==> src/rtl/core/fmpe_pkg.sv <==
// shared constants and codes of the framed manchester packet encoder
package fmpe_pkg;

   localparam int TypeWidth   = 2;
   localparam int LengthWidth = 32;
   localparam int ByteWidth   = 8;
   localparam int SymWidth    = 2;

   // header cells: type bits then length bits
   localparam int HdrCells  = TypeWidth + LengthWidth;
   localparam int CntWidth  = $clog2(HdrCells + 1);

   typedef logic [SymWidth-1:0]    symbol_type;
   typedef logic [HdrCells-1:0]    cells_type;
   typedef logic [CntWidth-1:0]    cell_cnt_type;
   typedef logic [LengthWidth-1:0] length_type;

   // item kinds
   localparam logic KIND_HEADER  = 1'b0;
   localparam logic KIND_PAYLOAD = 1'b1;

   // line symbols
   localparam symbol_type SYM_START = 2'd0;
   localparam symbol_type SYM_ZERO  = 2'd1;
   localparam symbol_type SYM_ONE   = 2'd2;
   localparam symbol_type SYM_STOP  = 2'd3;

endpackage

==> src/rtl/core/fmpe_ifs.sv <==
// valid/ready channel interfaces of the framed manchester packet encoder
interface fmpe_req_if;
   logic                               valid;
   logic                               ready;
   logic                               kind;
   logic [fmpe_pkg::TypeWidth-1:0]     frame_type;
   logic [fmpe_pkg::LengthWidth-1:0]   payload_length;
   logic [fmpe_pkg::ByteWidth-1:0]     payload_byte;

   modport source (output valid, kind, frame_type, payload_length, payload_byte,
                   input ready);
   modport sink   (input valid, kind, frame_type, payload_length, payload_byte,
                   output ready);
endinterface

interface fmpe_rsp_if;
   logic                            valid;
   logic                            ready;
   logic [fmpe_pkg::SymWidth-1:0]   symbol;
   logic                            last;

   modport source (output valid, symbol, last, input ready);
   modport sink   (input valid, symbol, last, output ready);
endinterface

==> src/rtl/core/framed_manchester_packet_encoder_top.sv <==
// top level of the framed manchester packet encoder
//
// takes header and payload items on req_ch and emits one line symbol per
// transfer on rsp_ch. a header is sent as a start marker, 2 type cells and
// 32 length cells, followed by the stop marker when the length is zero; a
// payload byte inside an open frame is sent as 8 cells, followed by the
// stop marker when it is the last counted byte; a payload byte with no
// frame open is dropped. the symbol serializer moves one symbol a cycle
// into the output register whenever that register is free or being taken.
// the next item is taken in the same cycle that the last symbol of the
// current one moves to the output register, so items follow each other
// with no gap as long as rsp_ch keeps taking transfers. frame state (open
// flag and bytes left) is updated at the moment an item is accepted.
module framed_manchester_packet_encoder_top (
   input  logic        clock,
   input  logic        reset,
   fmpe_req_if.sink    req_ch,
   fmpe_rsp_if.source  rsp_ch
);

   // frame state
   logic                       frame_open_ff, frame_open_in;
   fmpe_pkg::length_type       bytes_left_ff, bytes_left_in;

   // serializer holding register: one item being turned into symbols
   logic                       hold_valid_ff, hold_valid_in;
   logic                       start_pend_ff, start_pend_in;
   logic                       stop_pend_ff, stop_pend_in;
   fmpe_pkg::cells_type        cells_ff, cells_in;
   fmpe_pkg::cell_cnt_type     cnt_ff, cnt_in;

   // output register
   logic                       out_valid_ff, out_valid_in;
   fmpe_pkg::symbol_type       out_symbol_ff, out_symbol_in;
   logic                       out_last_ff, out_last_in;

   logic                       req_accept;
   logic                       is_header;
   logic                       payload_taken;
   logic                       advance;
   fmpe_pkg::symbol_type       cur_symbol;
   logic                       cur_last;

   // symbol at the head of the serializer
   always_comb begin
      if (start_pend_ff) begin
         cur_symbol = fmpe_pkg::SYM_START;
      end else if (cnt_ff != '0) begin
         cur_symbol = cells_ff[fmpe_pkg::HdrCells-1] ? fmpe_pkg::SYM_ONE
                                                      : fmpe_pkg::SYM_ZERO;
      end else begin
         cur_symbol = fmpe_pkg::SYM_STOP;
      end
   end

   // last symbol of the item: the stop marker, or the final cell with no stop
   assign cur_last = !start_pend_ff &&
                     ((cnt_ff == '0) ||
                      (cnt_ff == fmpe_pkg::CntWidth'(1) && !stop_pend_ff));

   // serializer hands a symbol to the output register when that is free
   assign advance = hold_valid_ff && (!out_valid_ff || rsp_ch.ready);

   // next item may enter as the current one hands over its last symbol
   assign req_ch.ready = !hold_valid_ff || (advance && cur_last);
   assign req_accept   = req_ch.valid && req_ch.ready;
   assign is_header    = (req_ch.kind == fmpe_pkg::KIND_HEADER);
   assign payload_taken = req_accept && !is_header && frame_open_ff;

   // frame state update at acceptance
   always_comb begin
      frame_open_in = frame_open_ff;
      bytes_left_in = bytes_left_ff;
      if (req_accept) begin
         if (is_header) begin
            // a header mid-frame simply restarts the frame
            frame_open_in = (req_ch.payload_length != '0);
            bytes_left_in = req_ch.payload_length;
         end else if (frame_open_ff) begin
            bytes_left_in = bytes_left_ff - fmpe_pkg::LengthWidth'(1);
            if (bytes_left_ff == fmpe_pkg::LengthWidth'(1)) begin
               frame_open_in = 1'b0;
            end
         end
      end
   end

   // serializer next state
   always_comb begin
      hold_valid_in = hold_valid_ff;
      start_pend_in = start_pend_ff;
      stop_pend_in  = stop_pend_ff;
      cells_in      = cells_ff;
      cnt_in        = cnt_ff;
      if (advance) begin
         if (start_pend_ff) begin
            start_pend_in = 1'b0;
         end else if (cnt_ff != '0) begin
            cells_in = {cells_ff[fmpe_pkg::HdrCells-2:0], 1'b0};
            cnt_in   = cnt_ff - fmpe_pkg::CntWidth'(1);
         end else begin
            stop_pend_in = 1'b0;
         end
         if (cur_last) begin
            hold_valid_in = 1'b0;
         end
      end
      if (req_accept) begin
         if (is_header) begin
            hold_valid_in = 1'b1;
            start_pend_in = 1'b1;
            stop_pend_in  = (req_ch.payload_length == '0);
            cells_in      = {req_ch.frame_type, req_ch.payload_length};
            cnt_in        = fmpe_pkg::CntWidth'(fmpe_pkg::HdrCells);
         end else if (payload_taken) begin
            hold_valid_in = 1'b1;
            start_pend_in = 1'b0;
            stop_pend_in  = (bytes_left_ff == fmpe_pkg::LengthWidth'(1));
            cells_in      = {req_ch.payload_byte,
                             {(fmpe_pkg::HdrCells-fmpe_pkg::ByteWidth){1'b0}}};
            cnt_in        = fmpe_pkg::CntWidth'(fmpe_pkg::ByteWidth);
         end
         // a stray payload byte leaves the serializer empty
      end
   end

   // output register: loads on advance, holds while stalled
   always_comb begin
      out_valid_in  = out_valid_ff && !rsp_ch.ready;
      out_symbol_in = out_symbol_ff;
      out_last_in   = out_last_ff;
      if (advance) begin
         out_valid_in  = 1'b1;
         out_symbol_in = cur_symbol;
         out_last_in   = cur_last;
      end
   end

   // control state
   always_ff @(posedge clock) begin
      if (reset) begin
         frame_open_ff <= 1'b0;
         bytes_left_ff <= '0;
         hold_valid_ff <= 1'b0;
         start_pend_ff <= 1'b0;
         stop_pend_ff  <= 1'b0;
         cnt_ff        <= '0;
         out_valid_ff  <= 1'b0;
      end else begin
         frame_open_ff <= frame_open_in;
         bytes_left_ff <= bytes_left_in;
         hold_valid_ff <= hold_valid_in;
         start_pend_ff <= start_pend_in;
         stop_pend_ff  <= stop_pend_in;
         cnt_ff        <= cnt_in;
         out_valid_ff  <= out_valid_in;
      end
   end

   // payload registers
   always_ff @(posedge clock) begin
      cells_ff      <= cells_in;
      out_symbol_ff <= out_symbol_in;
      out_last_ff   <= out_last_in;
   end

   assign rsp_ch.valid  = out_valid_ff;
   assign rsp_ch.symbol = out_symbol_ff;
   assign rsp_ch.last   = out_last_ff;

endmodule

==> src/flat_wrapper.sv <==
// flat-port wrapper written by rule: the top's interface ports become plain ports
module framed_manchester_packet_encoder_top_flat 
  (clock, reset, req_ch_valid, req_ch_kind, req_ch_frame_type, req_ch_payload_length, req_ch_payload_byte, req_ch_ready, rsp_ch_valid, rsp_ch_symbol, rsp_ch_last, rsp_ch_ready);
  fmpe_req_if req_ch_i ();
  fmpe_rsp_if rsp_ch_i ();
  input  logic clock;
  input  logic reset;
  input wire logic [$bits(req_ch_i.valid)-1:0] req_ch_valid;
  input wire logic [$bits(req_ch_i.kind)-1:0] req_ch_kind;
  input wire logic [$bits(req_ch_i.frame_type)-1:0] req_ch_frame_type;
  input wire logic [$bits(req_ch_i.payload_length)-1:0] req_ch_payload_length;
  input wire logic [$bits(req_ch_i.payload_byte)-1:0] req_ch_payload_byte;
  output wire logic [$bits(req_ch_i.ready)-1:0] req_ch_ready;
  output wire logic [$bits(rsp_ch_i.valid)-1:0] rsp_ch_valid;
  output wire logic [$bits(rsp_ch_i.symbol)-1:0] rsp_ch_symbol;
  output wire logic [$bits(rsp_ch_i.last)-1:0] rsp_ch_last;
  input wire logic [$bits(rsp_ch_i.ready)-1:0] rsp_ch_ready;
  assign req_ch_i.valid = req_ch_valid;
  assign req_ch_i.kind = req_ch_kind;
  assign req_ch_i.frame_type = req_ch_frame_type;
  assign req_ch_i.payload_length = req_ch_payload_length;
  assign req_ch_i.payload_byte = req_ch_payload_byte;
  assign req_ch_ready = req_ch_i.ready;
  assign rsp_ch_valid = rsp_ch_i.valid;
  assign rsp_ch_symbol = rsp_ch_i.symbol;
  assign rsp_ch_last = rsp_ch_i.last;
  assign rsp_ch_i.ready = rsp_ch_ready;
  framed_manchester_packet_encoder_top u_core (.clock(clock), .reset(reset), .req_ch(req_ch_i), .rsp_ch(rsp_ch_i));
endmodule
==> config.mk <==
export PLATFORM = sky130hd
export DESIGN_NAME = framed_manchester_packet_encoder_top_flat
export DESIGN_NICKNAME = d
export VERILOG_FILES = /design/src/rtl/core/fmpe_pkg.sv /design/src/rtl/core/fmpe_ifs.sv /design/src/rtl/core/framed_manchester_packet_encoder_top.sv /design/src/flat_wrapper.sv
export SDC_FILE = /design/constraint.sdc
export NUM_CORES = 1
export LEC_CHECK = 0
export BUFFER_PORTS_ARGS = -buffer_cell sky130_fd_sc_hd__buf_2
export CORE_AREA = 2 2 89 125
export CTS_CLUSTER_SIZE = 30
export DETAILED_ROUTE_END_ITERATION = 7
export DIE_AREA = 0 0 91 127
export REMOVE_ABC_BUFFERS = 1
export SLEW_MARGIN = 20
export SYNTH_ARGS = -nofsm -noshare
export SYNTH_HDL_FRONTEND = slang
export SYNTH_SLANG_ARGS = --single-unit
==> constraint.sdc <==
create_clock -name clock -period 2.3 [get_ports clock]
set_input_delay 0.23 -clock clock [delete_from_list [all_inputs] [get_ports clock]]
set_output_delay 0.23 -clock clock [all_outputs]
set_load 0.005 [all_outputs]
==> results.yml, run 1 <==
run_status:
  run_status: "completed"
global_route:
  pin_count_of_the_biggest_net_entering_global_routing: 34
  gr-usage-all-layers_pct: 21.6
  first_pass_grt_wire_length_um: 20200
  grt_overflow: 0
  grt_antenna_before_repair: 0
  grt_pass1_vias: 4069
sta:
  min_period_over_period_pct: 96.1
  finalSetupViolations: 0
  finalHoldViolCount: 0
  tightest_slew_ns: 0.525
  post_layout_worst_setup_margin_ns: 0.0899
  rsz0062_at_grt: "false"
  hold_slack_ns: 0.127
  clock-skew-final_ns: 0.00822
  period_needed_ns: 2.21
  max_slew_margin_vs_limit_pct: 65.0
  drv_slew: 0
  maxClockFrequency_ghz: 0.452
die:
  fp.dieArea_mm2: 0.0116
  number_of_standard_cell_rows_in_the_floorplan: 44
  chipWidth_um: 91
  die-height_um: 127
  io-pin-count: 52
  core_area_mm2: 0.0103
  start_util_pct: 41.7
setup_path:
  cp_data_arrival_time_ns: 2.46
  number_of_cells_on_the_worst_reg_to_reg_path: 6
  critical-path-max-stage-delay_ns: 0.53
  crit_path_kind: "reg -> reg"
  cp_data_required_time_ns: 2.55
  cpMostUsedCell: "sky130_fd_sc_hd__or3_4"
  path_cells: "or4_4, or3_4, or3_4, o21ai_2, nor2_1, a2111oi_4"
  end_kind: "flip-flop"
  timing.critical_path.from_type: "flip-flop"
  critPathBufInv: 0
  rrSetupSlack_ns: 0.09
  reg2reg_to: "u_core.stop_pend_ff"
  worstReg2RegStart: "u_core.bytes_left_ff[20]"
  cpLargestDelayFamily: "simple AND/OR/NAND/NOR gates"
  cpMaxStageDelayCell: "sky130_fd_sc_hd__or4_4"
  max_fo_critical_path: 3
yosys:
  synth_sequential_area_ratio_pct: 37.8
  synth_top_area_cell: "sky130_fd_sc_hd__dfxtp_1"
  synth_cells: 543
  synth.cell_area_mm2: 0.00432
  number_of_flops_mapped_to_enable_cells_by_yosys: 3
  synth_top_flop_cell: "sky130_fd_sc_hd__dfxtp_1"
  synth-adder-area-share_pct: 1.16
  synth_top_area_share_pct: 35.7
  synthXorXnorAreaFrac_pct: 0.406
  dominant_combinational_cell_family_by_area_after_synthesis: "compound AO/OA/AOI/OAI gates"
  yosys.area_share.simple_pct: 23.6
  yosysWarningCount: 0
  synth-async-reset-ratio_pct: 0
  synth_compound_gate_area_share_pct: 24.3
  number_of_synthesized_register_bits: 80
  synthMuxAreaShare_pct: 8.66
  synth.avg_cell_area_um2: 7.95
  synthDistinctLibCells: 63
  synth_area_leaders: "sky130_fd_sc_hd__dfxtp_1, sky130_fd_sc_hd__mux2i_1, sky130_fd_sc_hd__nand2_1"
detailed_routing:
  detail-route-antenna-nets: 0
  drcViolationCount: 0
  detailedRoute.firstPassIterationCount: 5
  via_count: 4311
  totalWireLength_um: 12200
  route.detailed.wl_per_inst_um: 16.3
  vias_per_cell: 5.78
  drt-initial-drc-count: 264
placed_design:
  post_dp_cell_area_mm2: 0.00488
  detailed_place_hpwl_um: 8640
  globalplace.congestion: 0.877
  port_buffers: 51
  post-place-ws_ns: 0.0760
  placed_instances: 731
cts:
  cts_max_level: 3
  cts_buffer_count: 9
  cts_tree: "yes"
  clk_pin_slew_ns: 0.06
  cts_num_sinks: 80
  cts_buffer_depth: 2
  clk_latency_ns: 0.34
  clockRootBuffer: "sky130_fd_sc_hd__clkbuf_16"
worst_hold_path:
  min_path_cells: 3
  worst_hold_startpoint: "req_ch_payload_length[19]"
  min_to: "u_core.cells_ff[19]"
  worstHoldPathType: "in -> reg"
power_and_ir_drop:
  power.ir.vdd_worst_mv: 0.488
  power_density_mw_per_mm2: 1200
  power.leakage_nw: 2.20
  total_power_w: 0.00623
final_layout:
  num_antenna_cells: 0
  num-fill-cells: 1075
  instances_no_fill: 746
  post-route-cell-area_mm2: 0.00518
  layout-drive-gt1-share_pct: 18.8
  layout-area-overhead-vs-synth_pct: 19.9
  final_nets: 655
job:
  max_cap_violations: 0
==> state kept, by name, indices dropped and copies added, names as in the netlist <==
| name | count |
|---|---|
| u_core.cells_ff | 34 |
| u_core.bytes_left_ff | 32 |
| u_core.cnt_ff | 6 |
| u_core.rsp_ch.symbol | 2 |
| u_core.frame_open_ff | 1 |
| u_core.hold_valid_ff | 1 |
| u_core.rsp_ch.last | 1 |
| u_core.rsp_ch.valid | 1 |
| u_core.start_pend_ff | 1 |
| u_core.stop_pend_ff | 1 |
==> cell type report <==
class                   instances  area (um^2)  share of cell area [%]
well taps                     138          173                    3.33
flip-flops and latches         80         1630                    31.5
repair buffers                 82          513                    9.91
multi-input cells             417         2520                    48.7
inverters                      14         52.6                    1.01
clock buffers                  11          243                    4.69
clock inverters                 4         45.0                   0.870
==> where the power goes <==
group	switching (W)	internal [W]	leakage (nW)
combinational	0.00148	0.00113	1.39
clock	0.000555	0.000859	0.145
sequential	0.000308	0.00189	0.666
==> cell families (layout without fill, tap and decap cells) <==
group / Yosys count / in the layout
muxes: 37 / 37
adders and majority gates: 4 / 4
xor gates and xnor gates: 2 / 2
AOI/OAI and AO/OA: 161 / 161
and+or+nand+nor: 213 / 213
buffers and inverters: 46 / 111
DFF: 80 / 80
==> Yosys cell counts, types with 2 or more instances <==
master                      number
sky130_fd_sc_hd__dfxtp_1        77
sky130_fd_sc_hd__nand2_1        74
sky130_fd_sc_hd__nor2_1         53
sky130_fd_sc_hd__a21oi_1        40
sky130_fd_sc_hd__mux2i_1        34
sky130_fd_sc_hd__o21ai_1        31
sky130_fd_sc_hd__clkbuf_1       26
sky130_fd_sc_hd__o21ai_0        21
sky130_fd_sc_hd__nor3_1         20
sky130_fd_sc_hd__nand3_1        16
sky130_fd_sc_hd__inv_1          13
sky130_fd_sc_hd__nor4_1         11
sky130_fd_sc_hd__nor2b_1        10
sky130_fd_sc_hd__o22ai_1         9
sky130_fd_sc_hd__o2bb2ai_1       7
sky130_fd_sc_hd__a221o_1         6
sky130_fd_sc_hd__or3_1           6
sky130_fd_sc_hd__a211oi_1        5
sky130_fd_sc_hd__a31oi_1         5
sky130_fd_sc_hd__a32oi_1         5
sky130_fd_sc_hd__buf_2           5
sky130_fd_sc_hd__ha_1            4
sky130_fd_sc_hd__nor3b_1         4
sky130_fd_sc_hd__o31ai_1         4
sky130_fd_sc_hd__a22oi_1         3
sky130_fd_sc_hd__edfxtp_1        3
sky130_fd_sc_hd__mux2_2          3
sky130_fd_sc_hd__nand4_1         3
sky130_fd_sc_hd__o21a_1          3
sky130_fd_sc_hd__a221oi_1        2
sky130_fd_sc_hd__a41o_1          2
sky130_fd_sc_hd__and3_1          2
sky130_fd_sc_hd__and4_1          2
sky130_fd_sc_hd__nand3b_1        2
sky130_fd_sc_hd__o211ai_1        2
sky130_fd_sc_hd__o311ai_1        2
sky130_fd_sc_hd__or3_4           2
==> what timing repair did <==
action / CTS / global route
buffers inserted: 0 / 0
resized for setup: 0 / 3
setup endpoints to repair: 0 / 5
hold buffers: 0 / 0
==> per-stage QoR <==
| stage | utilization, % | TNS, ns |
|---|---|---|
| finish | 50.0 | 0 |
| global route | 50.0 | 0 |
| global placement | 47.1 | 0 |
| CTS | 49.9 | 0 |
| floorplan | - | -34.16 |
| detailed placement | 47.1 | 0 |
==> layout by cell type (no fill, tap or decap), types with 4 or more instances in the layout <==
cell	count
sky130_fd_sc_hd__a211oi_1	5
sky130_fd_sc_hd__a21oi_1	40
sky130_fd_sc_hd__a221o_1	6
sky130_fd_sc_hd__a31oi_1	5
sky130_fd_sc_hd__a32oi_1	5
sky130_fd_sc_hd__buf_2	51
sky130_fd_sc_hd__buf_4	29
sky130_fd_sc_hd__clkbuf_16	9
sky130_fd_sc_hd__dfxtp_1	77
sky130_fd_sc_hd__ha_1	4
sky130_fd_sc_hd__inv_1	13
sky130_fd_sc_hd__mux2i_1	34
sky130_fd_sc_hd__nand2_1	73
sky130_fd_sc_hd__nand3_1	15
sky130_fd_sc_hd__nor2_1	53
sky130_fd_sc_hd__nor2b_1	10
sky130_fd_sc_hd__nor3_1	20
sky130_fd_sc_hd__nor4_1	11
sky130_fd_sc_hd__o21ai_0	21
sky130_fd_sc_hd__o21ai_1	31
sky130_fd_sc_hd__o22ai_1	9
sky130_fd_sc_hd__o2bb2ai_1	7
sky130_fd_sc_hd__o31ai_1	4
sky130_fd_sc_hd__or3_1	6
==> how the worst max path moves through the flow <==
stage	slack [ns]	from	cells past startpoint	to
after global routing	0.002	u_core.bytes_left_ff[20]	6	u_core.bytes_left_ff[31]
after detailed placement	0.08	u_core.bytes_left_ff[20]	6	u_core.stop_pend_ff
final	0.09	u_core.bytes_left_ff[20]	6	u_core.stop_pend_ff
after global placement	0.08	u_core.bytes_left_ff[19]	6	u_core.stop_pend_ff
after floorplan	-0.75	u_core.cnt_ff[1]	8	u_core.bytes_left_ff[12]
after CTS	0.07	u_core.bytes_left_ff[20]	6	u_core.stop_pend_ff
==> routing by layer <==
layer  vias up  part of all wire (%)  track usage [%]
li1       2115                     -                -
met1      2020                    43             26.5
met2       150                    49             38.1
met3        26                   5.3             3.01
met4         0                   2.3             8.82
met5         -                     0                0
==> tightest hold or removal path, stage by stage <==
cell and delay, ns:
sky130_fd_sc_hd__buf_2 0.10, sky130_fd_sc_hd__nand2_1 0.05, sky130_fd_sc_hd__o21ai_1 0.05
Power figures use the tool's default switching activity.
==> inputs of run 2 (changes only) <==
--- a/config.mk
+++ b/config.mk
@@ -5,11 +5,12 @@
 export SDC_FILE = /design/constraint.sdc
 export NUM_CORES = 1
 export LEC_CHECK = 0
+export ABC_AREA = 1
 export BUFFER_PORTS_ARGS = -buffer_cell sky130_fd_sc_hd__buf_2
-export CORE_AREA = 2 2 89 125
+export CORE_AREA = 2 2 92 130
 export CTS_CLUSTER_SIZE = 30
 export DETAILED_ROUTE_END_ITERATION = 7
-export DIE_AREA = 0 0 91 127
+export DIE_AREA = 0 0 94 132
 export REMOVE_ABC_BUFFERS = 1
 export SLEW_MARGIN = 20
 export SYNTH_ARGS = -nofsm -noshare
==> run 2 against run 1 <==
Compared with the run above: design area grew 3.2%; synthesized area grew 7.1%; register-to-register slack gained 0.20 ns; largest cell class unchanged; highest routed layer unchanged; sequential share of layout area shrank 0.97 points; largest power group is now registers.
==> results.yml, run 2 <==
detailed_routing:
  route.detailed.wl_per_inst_um: 14.7
  totalWireLength_um: 13100
  drcViolationCount: 0
  detail-route-antenna-nets: 0
  detailedRoute.firstPassIterationCount: 4
  vias_per_cell: 5.17
  drt-initial-drc-count: 167
  via_count: 4589
final_layout:
  instances_no_fill: 887
  reg_top3: "u_core.cells_ff: 34 flops, u_core.bytes_left_ff: 32 flops, u_core.cnt_ff: 6 flops"
  final_core_occ_pct: 47.6
  num-fill-cells: 1171
  final_nets: 789
  layout.cells.most_common: "sky130_fd_sc_hd__nand2_1"
  num_antenna_cells: 0
  max_flop_register: "u_core.cells_ff"
  most-common-layout-cells: "sky130_fd_sc_hd__nand2_1, sky130_fd_sc_hd__nor2_1, sky130_fd_sc_hd__inv_1"
  largest_register_ffs: 34
  layout-drive-gt1-share_pct: 12.2
  layout-area-overhead-vs-synth_pct: 15.5
placed_design:
  globalplace.congestion: 0.924
  detailed_place_hpwl_um: 9590
  placed_instances: 871
  port_buffers: 51
setup_path:
  rrSetupSlack_ns: 0.29
  cp_data_required_time_ns: 2.52
  cp_data_arrival_time_ns: 2.24
  setup.worst_path.end: "u_core.bytes_left_ff[9]"
  crit_path_kind: "reg -> reg"
  cp-startpoint: "u_core.cnt_ff[0]"
  end_kind: "flip-flop"
  number_of_cells_on_the_worst_reg_to_reg_path: 11
  worstReg2RegStart: "u_core.cnt_ff[0]"
  timing.critical_path.from_type: "flip-flop"
  reg2reg_to: "u_core.bytes_left_ff[9]"
  max_fo_critical_path: 31
sta:
  final.setup.tns_ns: 0
  rsz0062_at_grt: "false"
  clock-skew-final_ns: 0.00847
  finalHoldViolCount: 0
  max_slew_margin_vs_limit_pct: 60.3
  hold_slack_ns: 0.0980
  maxClockFrequency_ghz: 0.497
  period_needed_ns: 2.01
  drv_slew: 0
  finalSetupViolations: 0
  min_period_over_period_pct: 87.4
  tightest_slew_ns: 0.591
yosys:
  synth_sequential_area_ratio_pct: 35.3
  synth_area_leaders: "sky130_fd_sc_hd__dfxtp_1, sky130_fd_sc_hd__nand2_1, sky130_fd_sc_hd__nor2_1"
  synth_top_flop_cell: "sky130_fd_sc_hd__dfxtp_1"
  number_of_flops_mapped_to_enable_cells_by_yosys: 3
  number_of_synthesized_register_bits: 80
  synthDistinctLibCells: 37
  synth_top_area_cell: "sky130_fd_sc_hd__dfxtp_1"
  synth_commonest_cells: "sky130_fd_sc_hd__nand2_1, sky130_fd_sc_hd__nor2_1, sky130_fd_sc_hd__inv_1"
  synth.most_common_cell: "sky130_fd_sc_hd__nand2_1"
  synth-async-reset-ratio_pct: 0
  synth.cell_area_mm2: 0.00463
  synth_cells: 693
  yosysWarningCount: 0
  synth_top_area_share_pct: 33.3
  synth.avg_cell_area_um2: 6.67
cts:
  cts_post_setup_buffers_inserted: 0
  cts_num_sinks: 80
  cts_tree: "yes"
  clk_pin_slew_ns: 0.06
  cts_max_level: 3
  cts-resized-gates: 0
  cts_hold_buf: 0
  cts_buffer_count: 9
  clockRootBuffer: "sky130_fd_sc_hd__clkbuf_16"
  clk_latency_ns: 0.34
  cts_buffer_depth: 2
global_route:
  grt_pass1_vias: 4564
  first_pass_grt_wire_length_um: 21900
  gr-usage-all-layers_pct: 22.1
  pin_count_of_the_biggest_net_entering_global_routing: 41
  grt_antenna_before_repair: 0
  grt_overflow: 0
die:
  core_area_mm2: 0.0112
  start_util_pct: 41.2
  fp.dieArea_mm2: 0.0124
  die-height_um: 132
  io-pin-count: 52
  number_of_standard_cell_rows_in_the_floorplan: 46
  chipWidth_um: 94
power_and_ir_drop:
  total_power_w: 0.00462
  power.leakage_nw: 2.65
  power_density_mw_per_mm2: 865
  power.ir.vdd_worst_mv: 0.398
worst_hold_path:
  min_path_cells: 3
  worst_hold_startpoint: "req_ch_frame_type[0]"
  worstHoldPathType: "in -> reg"
job:
  max_cap_violations: 0
run_status:
  run_status: "completed"
## run 2: changes by cell type in the layout (fill, tap and decap cells not counted), moves of 19 or more
cell and change:
sky130_fd_sc_hd__buf_4 -19, sky130_fd_sc_hd__o21ai_1 -31, sky130_fd_sc_hd__o21ai_0 +20, sky130_fd_sc_hd__nand2_1 +97, sky130_fd_sc_hd__inv_1 +67, sky130_fd_sc_hd__nor2_1 +43
## run 2: how the worst min path moves through the flow
stage / end / slack (ns)
3_3_place_gp: u_core.cells_ff[32] / 0.43
2_1_floorplan: u_core.bytes_left_ff[8] / 0.30
5_1_grt: u_core.cells_ff[32] / 0.11
3_5_place_dp: u_core.cells_ff[32] / 0.45
6_report: u_core.cells_ff[32] / 0.1
4_1_cts: u_core.cells_ff[32] / 0.09
## run 2: cell families (layout without fill, tap and decap cells)
kind of cell,count (synthesis),count (layout),synth area share (%)
and+or+nand+nor,336,336,30.4
AOI/OAI and AO/OA,121,121,14.7
buffers and inverters,111,161,10.1
xor gates and xnor gates,16,16,3.03
DFF,80,80,35.3
muxes,25,25,5.41
adders and majority gates,4,4,1.08
## run 2: cell type report
type / count / area [um^2] / share of cell area [%]
Clock inverter: 6 / 108 / 2.01
Clock buffer: 10 / 229 / 4.29
Tap cell: 144 / 180 / 3.37
Sequential cell: 80 / 1630 / 30.5
Timing Repair Buffer: 62 / 350 / 6.56
Inverter: 83 / 313 / 5.85
Multi-Input combinational cell: 502 / 2530 / 47.4
## run 2: stage by stage
stage	instance area [um^2]	worst slack, ns
final	5340	0.289
after global routing	5340	0.0578
after CTS	5340	0.293
after detailed placement	5010	0.320
after global placement	5010	0.366
after floorplan	4470	-0.0770
## run 2: metal layers
metal	vias up	track usage, %	wire length, um
li1	2346	-	-
met1	2125	27.0	5690
met5	-	0	0
met4	0	9.74	390
met2	91	38.1	6550
met3	27	3.32	443
## run 2: where the power goes
part           total [W]  switching, W  internal (W)
registers        0.00181      0.000159       0.00165
logic            0.00117      0.000729      0.000445
clock network    0.00164      0.000579       0.00106
## run 2: critical path, stage by stage, from the launching register on
cell and delay (ns):
sky130_fd_sc_hd__dfxtp_1 0.36, sky130_fd_sc_hd__inv_1 0.09, sky130_fd_sc_hd__ha_1 0.21, sky130_fd_sc_hd__inv_1 0.07
sky130_fd_sc_hd__o21ai_0 0.10, sky130_fd_sc_hd__nand3_1 0.11, sky130_fd_sc_hd__nand2_2 0.10, sky130_fd_sc_hd__nand3_2 0.10
sky130_fd_sc_hd__clkinv_2 0.25, sky130_fd_sc_hd__buf_12 0.27, sky130_fd_sc_hd__o21ai_0 0.17, sky130_fd_sc_hd__nor2_1 0.06
==> inputs of run 3 (changes only) <==
--- a/config.mk
+++ b/config.mk
@@ -7,10 +7,10 @@
 export LEC_CHECK = 0
 export ABC_AREA = 1
 export BUFFER_PORTS_ARGS = -buffer_cell sky130_fd_sc_hd__buf_2
-export CORE_AREA = 2 2 92 130
+export CORE_AREA = 2 2 78 154
 export CTS_CLUSTER_SIZE = 30
 export DETAILED_ROUTE_END_ITERATION = 7
-export DIE_AREA = 0 0 94 132
+export DIE_AREA = 0 0 80 156
 export REMOVE_ABC_BUFFERS = 1
 export SLEW_MARGIN = 20
 export SYNTH_ARGS = -nofsm -noshare
==> run 3 against run 2 <==
Compared with the run above: power is 3.9% lower; combinational power hardly changed; cell count is 0.23% higher; first-iteration DRC count is 7.2% higher; routed wire length is 5.5% higher; non-clock buffer count is 4 higher; global-route usage is 0.82 points higher; clock skew is 0.0020 ns lower; core utilization is 0.44 points lower; sequential share of layout area is 0.11 points higher; register-to-register slack better by 0.06 ns.
==> results.yml, run 3 (synthesis results as in run 2) <==
run_status:
  run_status: "completed"
cts:
  clockRootBuffer: "sky130_fd_sc_hd__clkbuf_16"
  cts_buffer_depth: 2
  cts_tree: "yes"
  cts_num_sinks: 80
  cts_max_level: 3
  clk_pin_slew_ns: 0.06
  cts-resized-gates: 0
  cts_buffer_count: 9
  cts_post_setup_buffers_inserted: 0
  cts_hold_buf: 0
  clk_latency_ns: 0.34
die:
  start_util_pct: 41.0
  die-height_um: 156
  io-pin-count: 52
  fp.dieArea_mm2: 0.0125
  core_area_mm2: 0.0113
  number_of_standard_cell_rows_in_the_floorplan: 55
  chipWidth_um: 80
sta:
  final.setup.tns_ns: 0
  min_period_over_period_pct: 84.9
  tightest_slew_ns: 0.517
  post_layout_worst_setup_margin_ns: 0.346
  finalSetupViolations: 0
  maxClockFrequency_ghz: 0.512
  period_needed_ns: 1.95
  finalHoldViolCount: 0
  hold_slack_ns: 0.0948
  rsz0062_at_grt: "false"
  max_slew_margin_vs_limit_pct: 65.5
  clock-skew-final_ns: 0.00651
  drv_slew: 0
detailed_routing:
  drcViolationCount: 0
  totalWireLength_um: 13800
  drt-initial-drc-count: 179
  via_count: 4644
  detailedRoute.firstPassIterationCount: 4
  detail-route-antenna-nets: 0
  route.detailed.wl_per_inst_um: 15.5
  vias_per_cell: 5.22
final_layout:
  final_nets: 793
  layout-drive-gt1-share_pct: 12.6
  max_flop_register: "u_core.cells_ff"
  layout.cells.most_common: "sky130_fd_sc_hd__nand2_1"
  layout-area-overhead-vs-synth_pct: 15.1
  num_antenna_cells: 0
  reg_top3: "u_core.cells_ff: 34 flops, u_core.bytes_left_ff: 32 flops, u_core.cnt_ff: 6 flops"
  final_core_occ_pct: 47.2
  most-common-layout-cells: "sky130_fd_sc_hd__nand2_1, sky130_fd_sc_hd__nor2_1, sky130_fd_sc_hd__inv_1"
  largest_register_ffs: 34
  post-route-cell-area_mm2: 0.00532
setup_path:
  max_fo_critical_path: 13
  number_of_cells_on_the_worst_reg_to_reg_path: 12
  end_kind: "flip-flop"
  timing.critical_path.from_type: "flip-flop"
  cpMostUsedCell: "sky130_fd_sc_hd__inv_1"
  cpMaxStageDelayCell: "sky130_fd_sc_hd__dfxtp_1"
  worstReg2RegStart: "u_core.cnt_ff[1]"
  critPathBufInv: 4
  rrSetupSlack_ns: 0.35
  crit_path_kind: "reg -> reg"
  cp_data_arrival_time_ns: 2.19
  reg2reg_to: "u_core.bytes_left_ff[20]"
  path_cells: "inv_1, ha_1, inv_1, o21ai_0, nand3_1, nand2_2, nand3_2, clkinv_2, buf_4, nand2_1, a21oi_1, nor2_1"
  cp_data_required_time_ns: 2.53
  critical-path-max-stage-delay_ns: 0.33
  cpLargestDelayFamily: "simple AND/OR/NAND/NOR gates"
global_route:
  pin_count_of_the_biggest_net_entering_global_routing: 36
  grt_overflow: 0
  gr-usage-all-layers_pct: 23.0
  grt_antenna_before_repair: 0
  first_pass_grt_wire_length_um: 21900
  grt_pass1_vias: 4454
power_and_ir_drop:
  power.ir.vdd_worst_mv: 0.422
  power.leakage_nw: 2.64
  power_density_mw_per_mm2: 834
placed_design:
  globalplace.congestion: 0.954
  post_dp_cell_area_mm2: 0.00503
  port_buffers: 51
  detailed_place_hpwl_um: 10600
  post-place-ws_ns: 0.372
worst_hold_path:
  worstHoldPathType: "in -> reg"
  min_to: "u_core.cells_ff[32]"
  worst_hold_startpoint: "req_ch_frame_type[0]"
  min_path_cells: 3
job:
  max_cap_violations: 0
## run 3: changes by cell type in the layout (fill, tap and decap cells not counted), sizes merged
| cell | change |
|---|---|
| buf | +4 |
| bufinv | -2 |
| clkbuf | +1 |
| clkinv | -1 |
| clkinvlp | +1 |
| inv | +1 |
## run 3: worst max-delay path by stage
stage	endpoint	from	cells past startpoint
5_1_grt	u_core.bytes_left_ff[9]	u_core.cnt_ff[0]	11
6_report	u_core.bytes_left_ff[20]	u_core.cnt_ff[1]	12
2_1_floorplan	u_core.bytes_left_ff[5]	u_core.cnt_ff[0]	10
4_1_cts	u_core.bytes_left_ff[20]	u_core.cnt_ff[1]	12
3_3_place_gp	u_core.bytes_left_ff[19]	u_core.cnt_ff[0]	11
3_5_place_dp	u_core.bytes_left_ff[20]	u_core.cnt_ff[1]	12
## run 3: worst register-to-register path, delay by kind of cell (launching register included)
kind                       cells  cell delay [ns]
and+or+nand+nor                5             0.53
DFF                            1             0.33
adders and majority gates      1             0.17
AOI/OAI and AO/OA              2             0.32
buffers and inverters          4             0.52
## run 3: metal layers
layer  GRT usage (%)  wire length [um]  vias to the layer above
met5               0                 0                        -
met4            12.4               626                        0
met3            3.30               519                       35
met2            42.8              7460                      102
met1            23.8              5190                     2160
li1                -                 -                     2347
## run 3: through the flow
stage	std cells	power (W)
after global placement	873	0.00301
after CTS	889	0.00447
final	889	0.00444
after floorplan	665	0.00264
after detailed placement	873	0.00303
after global routing	889	0.00471
## run 3: where the power goes
group          total (W)  switching [W]  internal [W]
clock network    0.00144       0.000596      0.000841
logic            0.00119       0.000730      0.000455
registers        0.00182       0.000166       0.00165
total            0.00444        0.00149       0.00295
## run 3: cell type report
type,count,area (um^2)
tap,142,178
multi-input combinational,502,2530
clock buffer,11,233
sequential,80,1630
fill,1236,5960
timing repair buffer,66,380
inverter,83,313
clock inverter,5,56.3
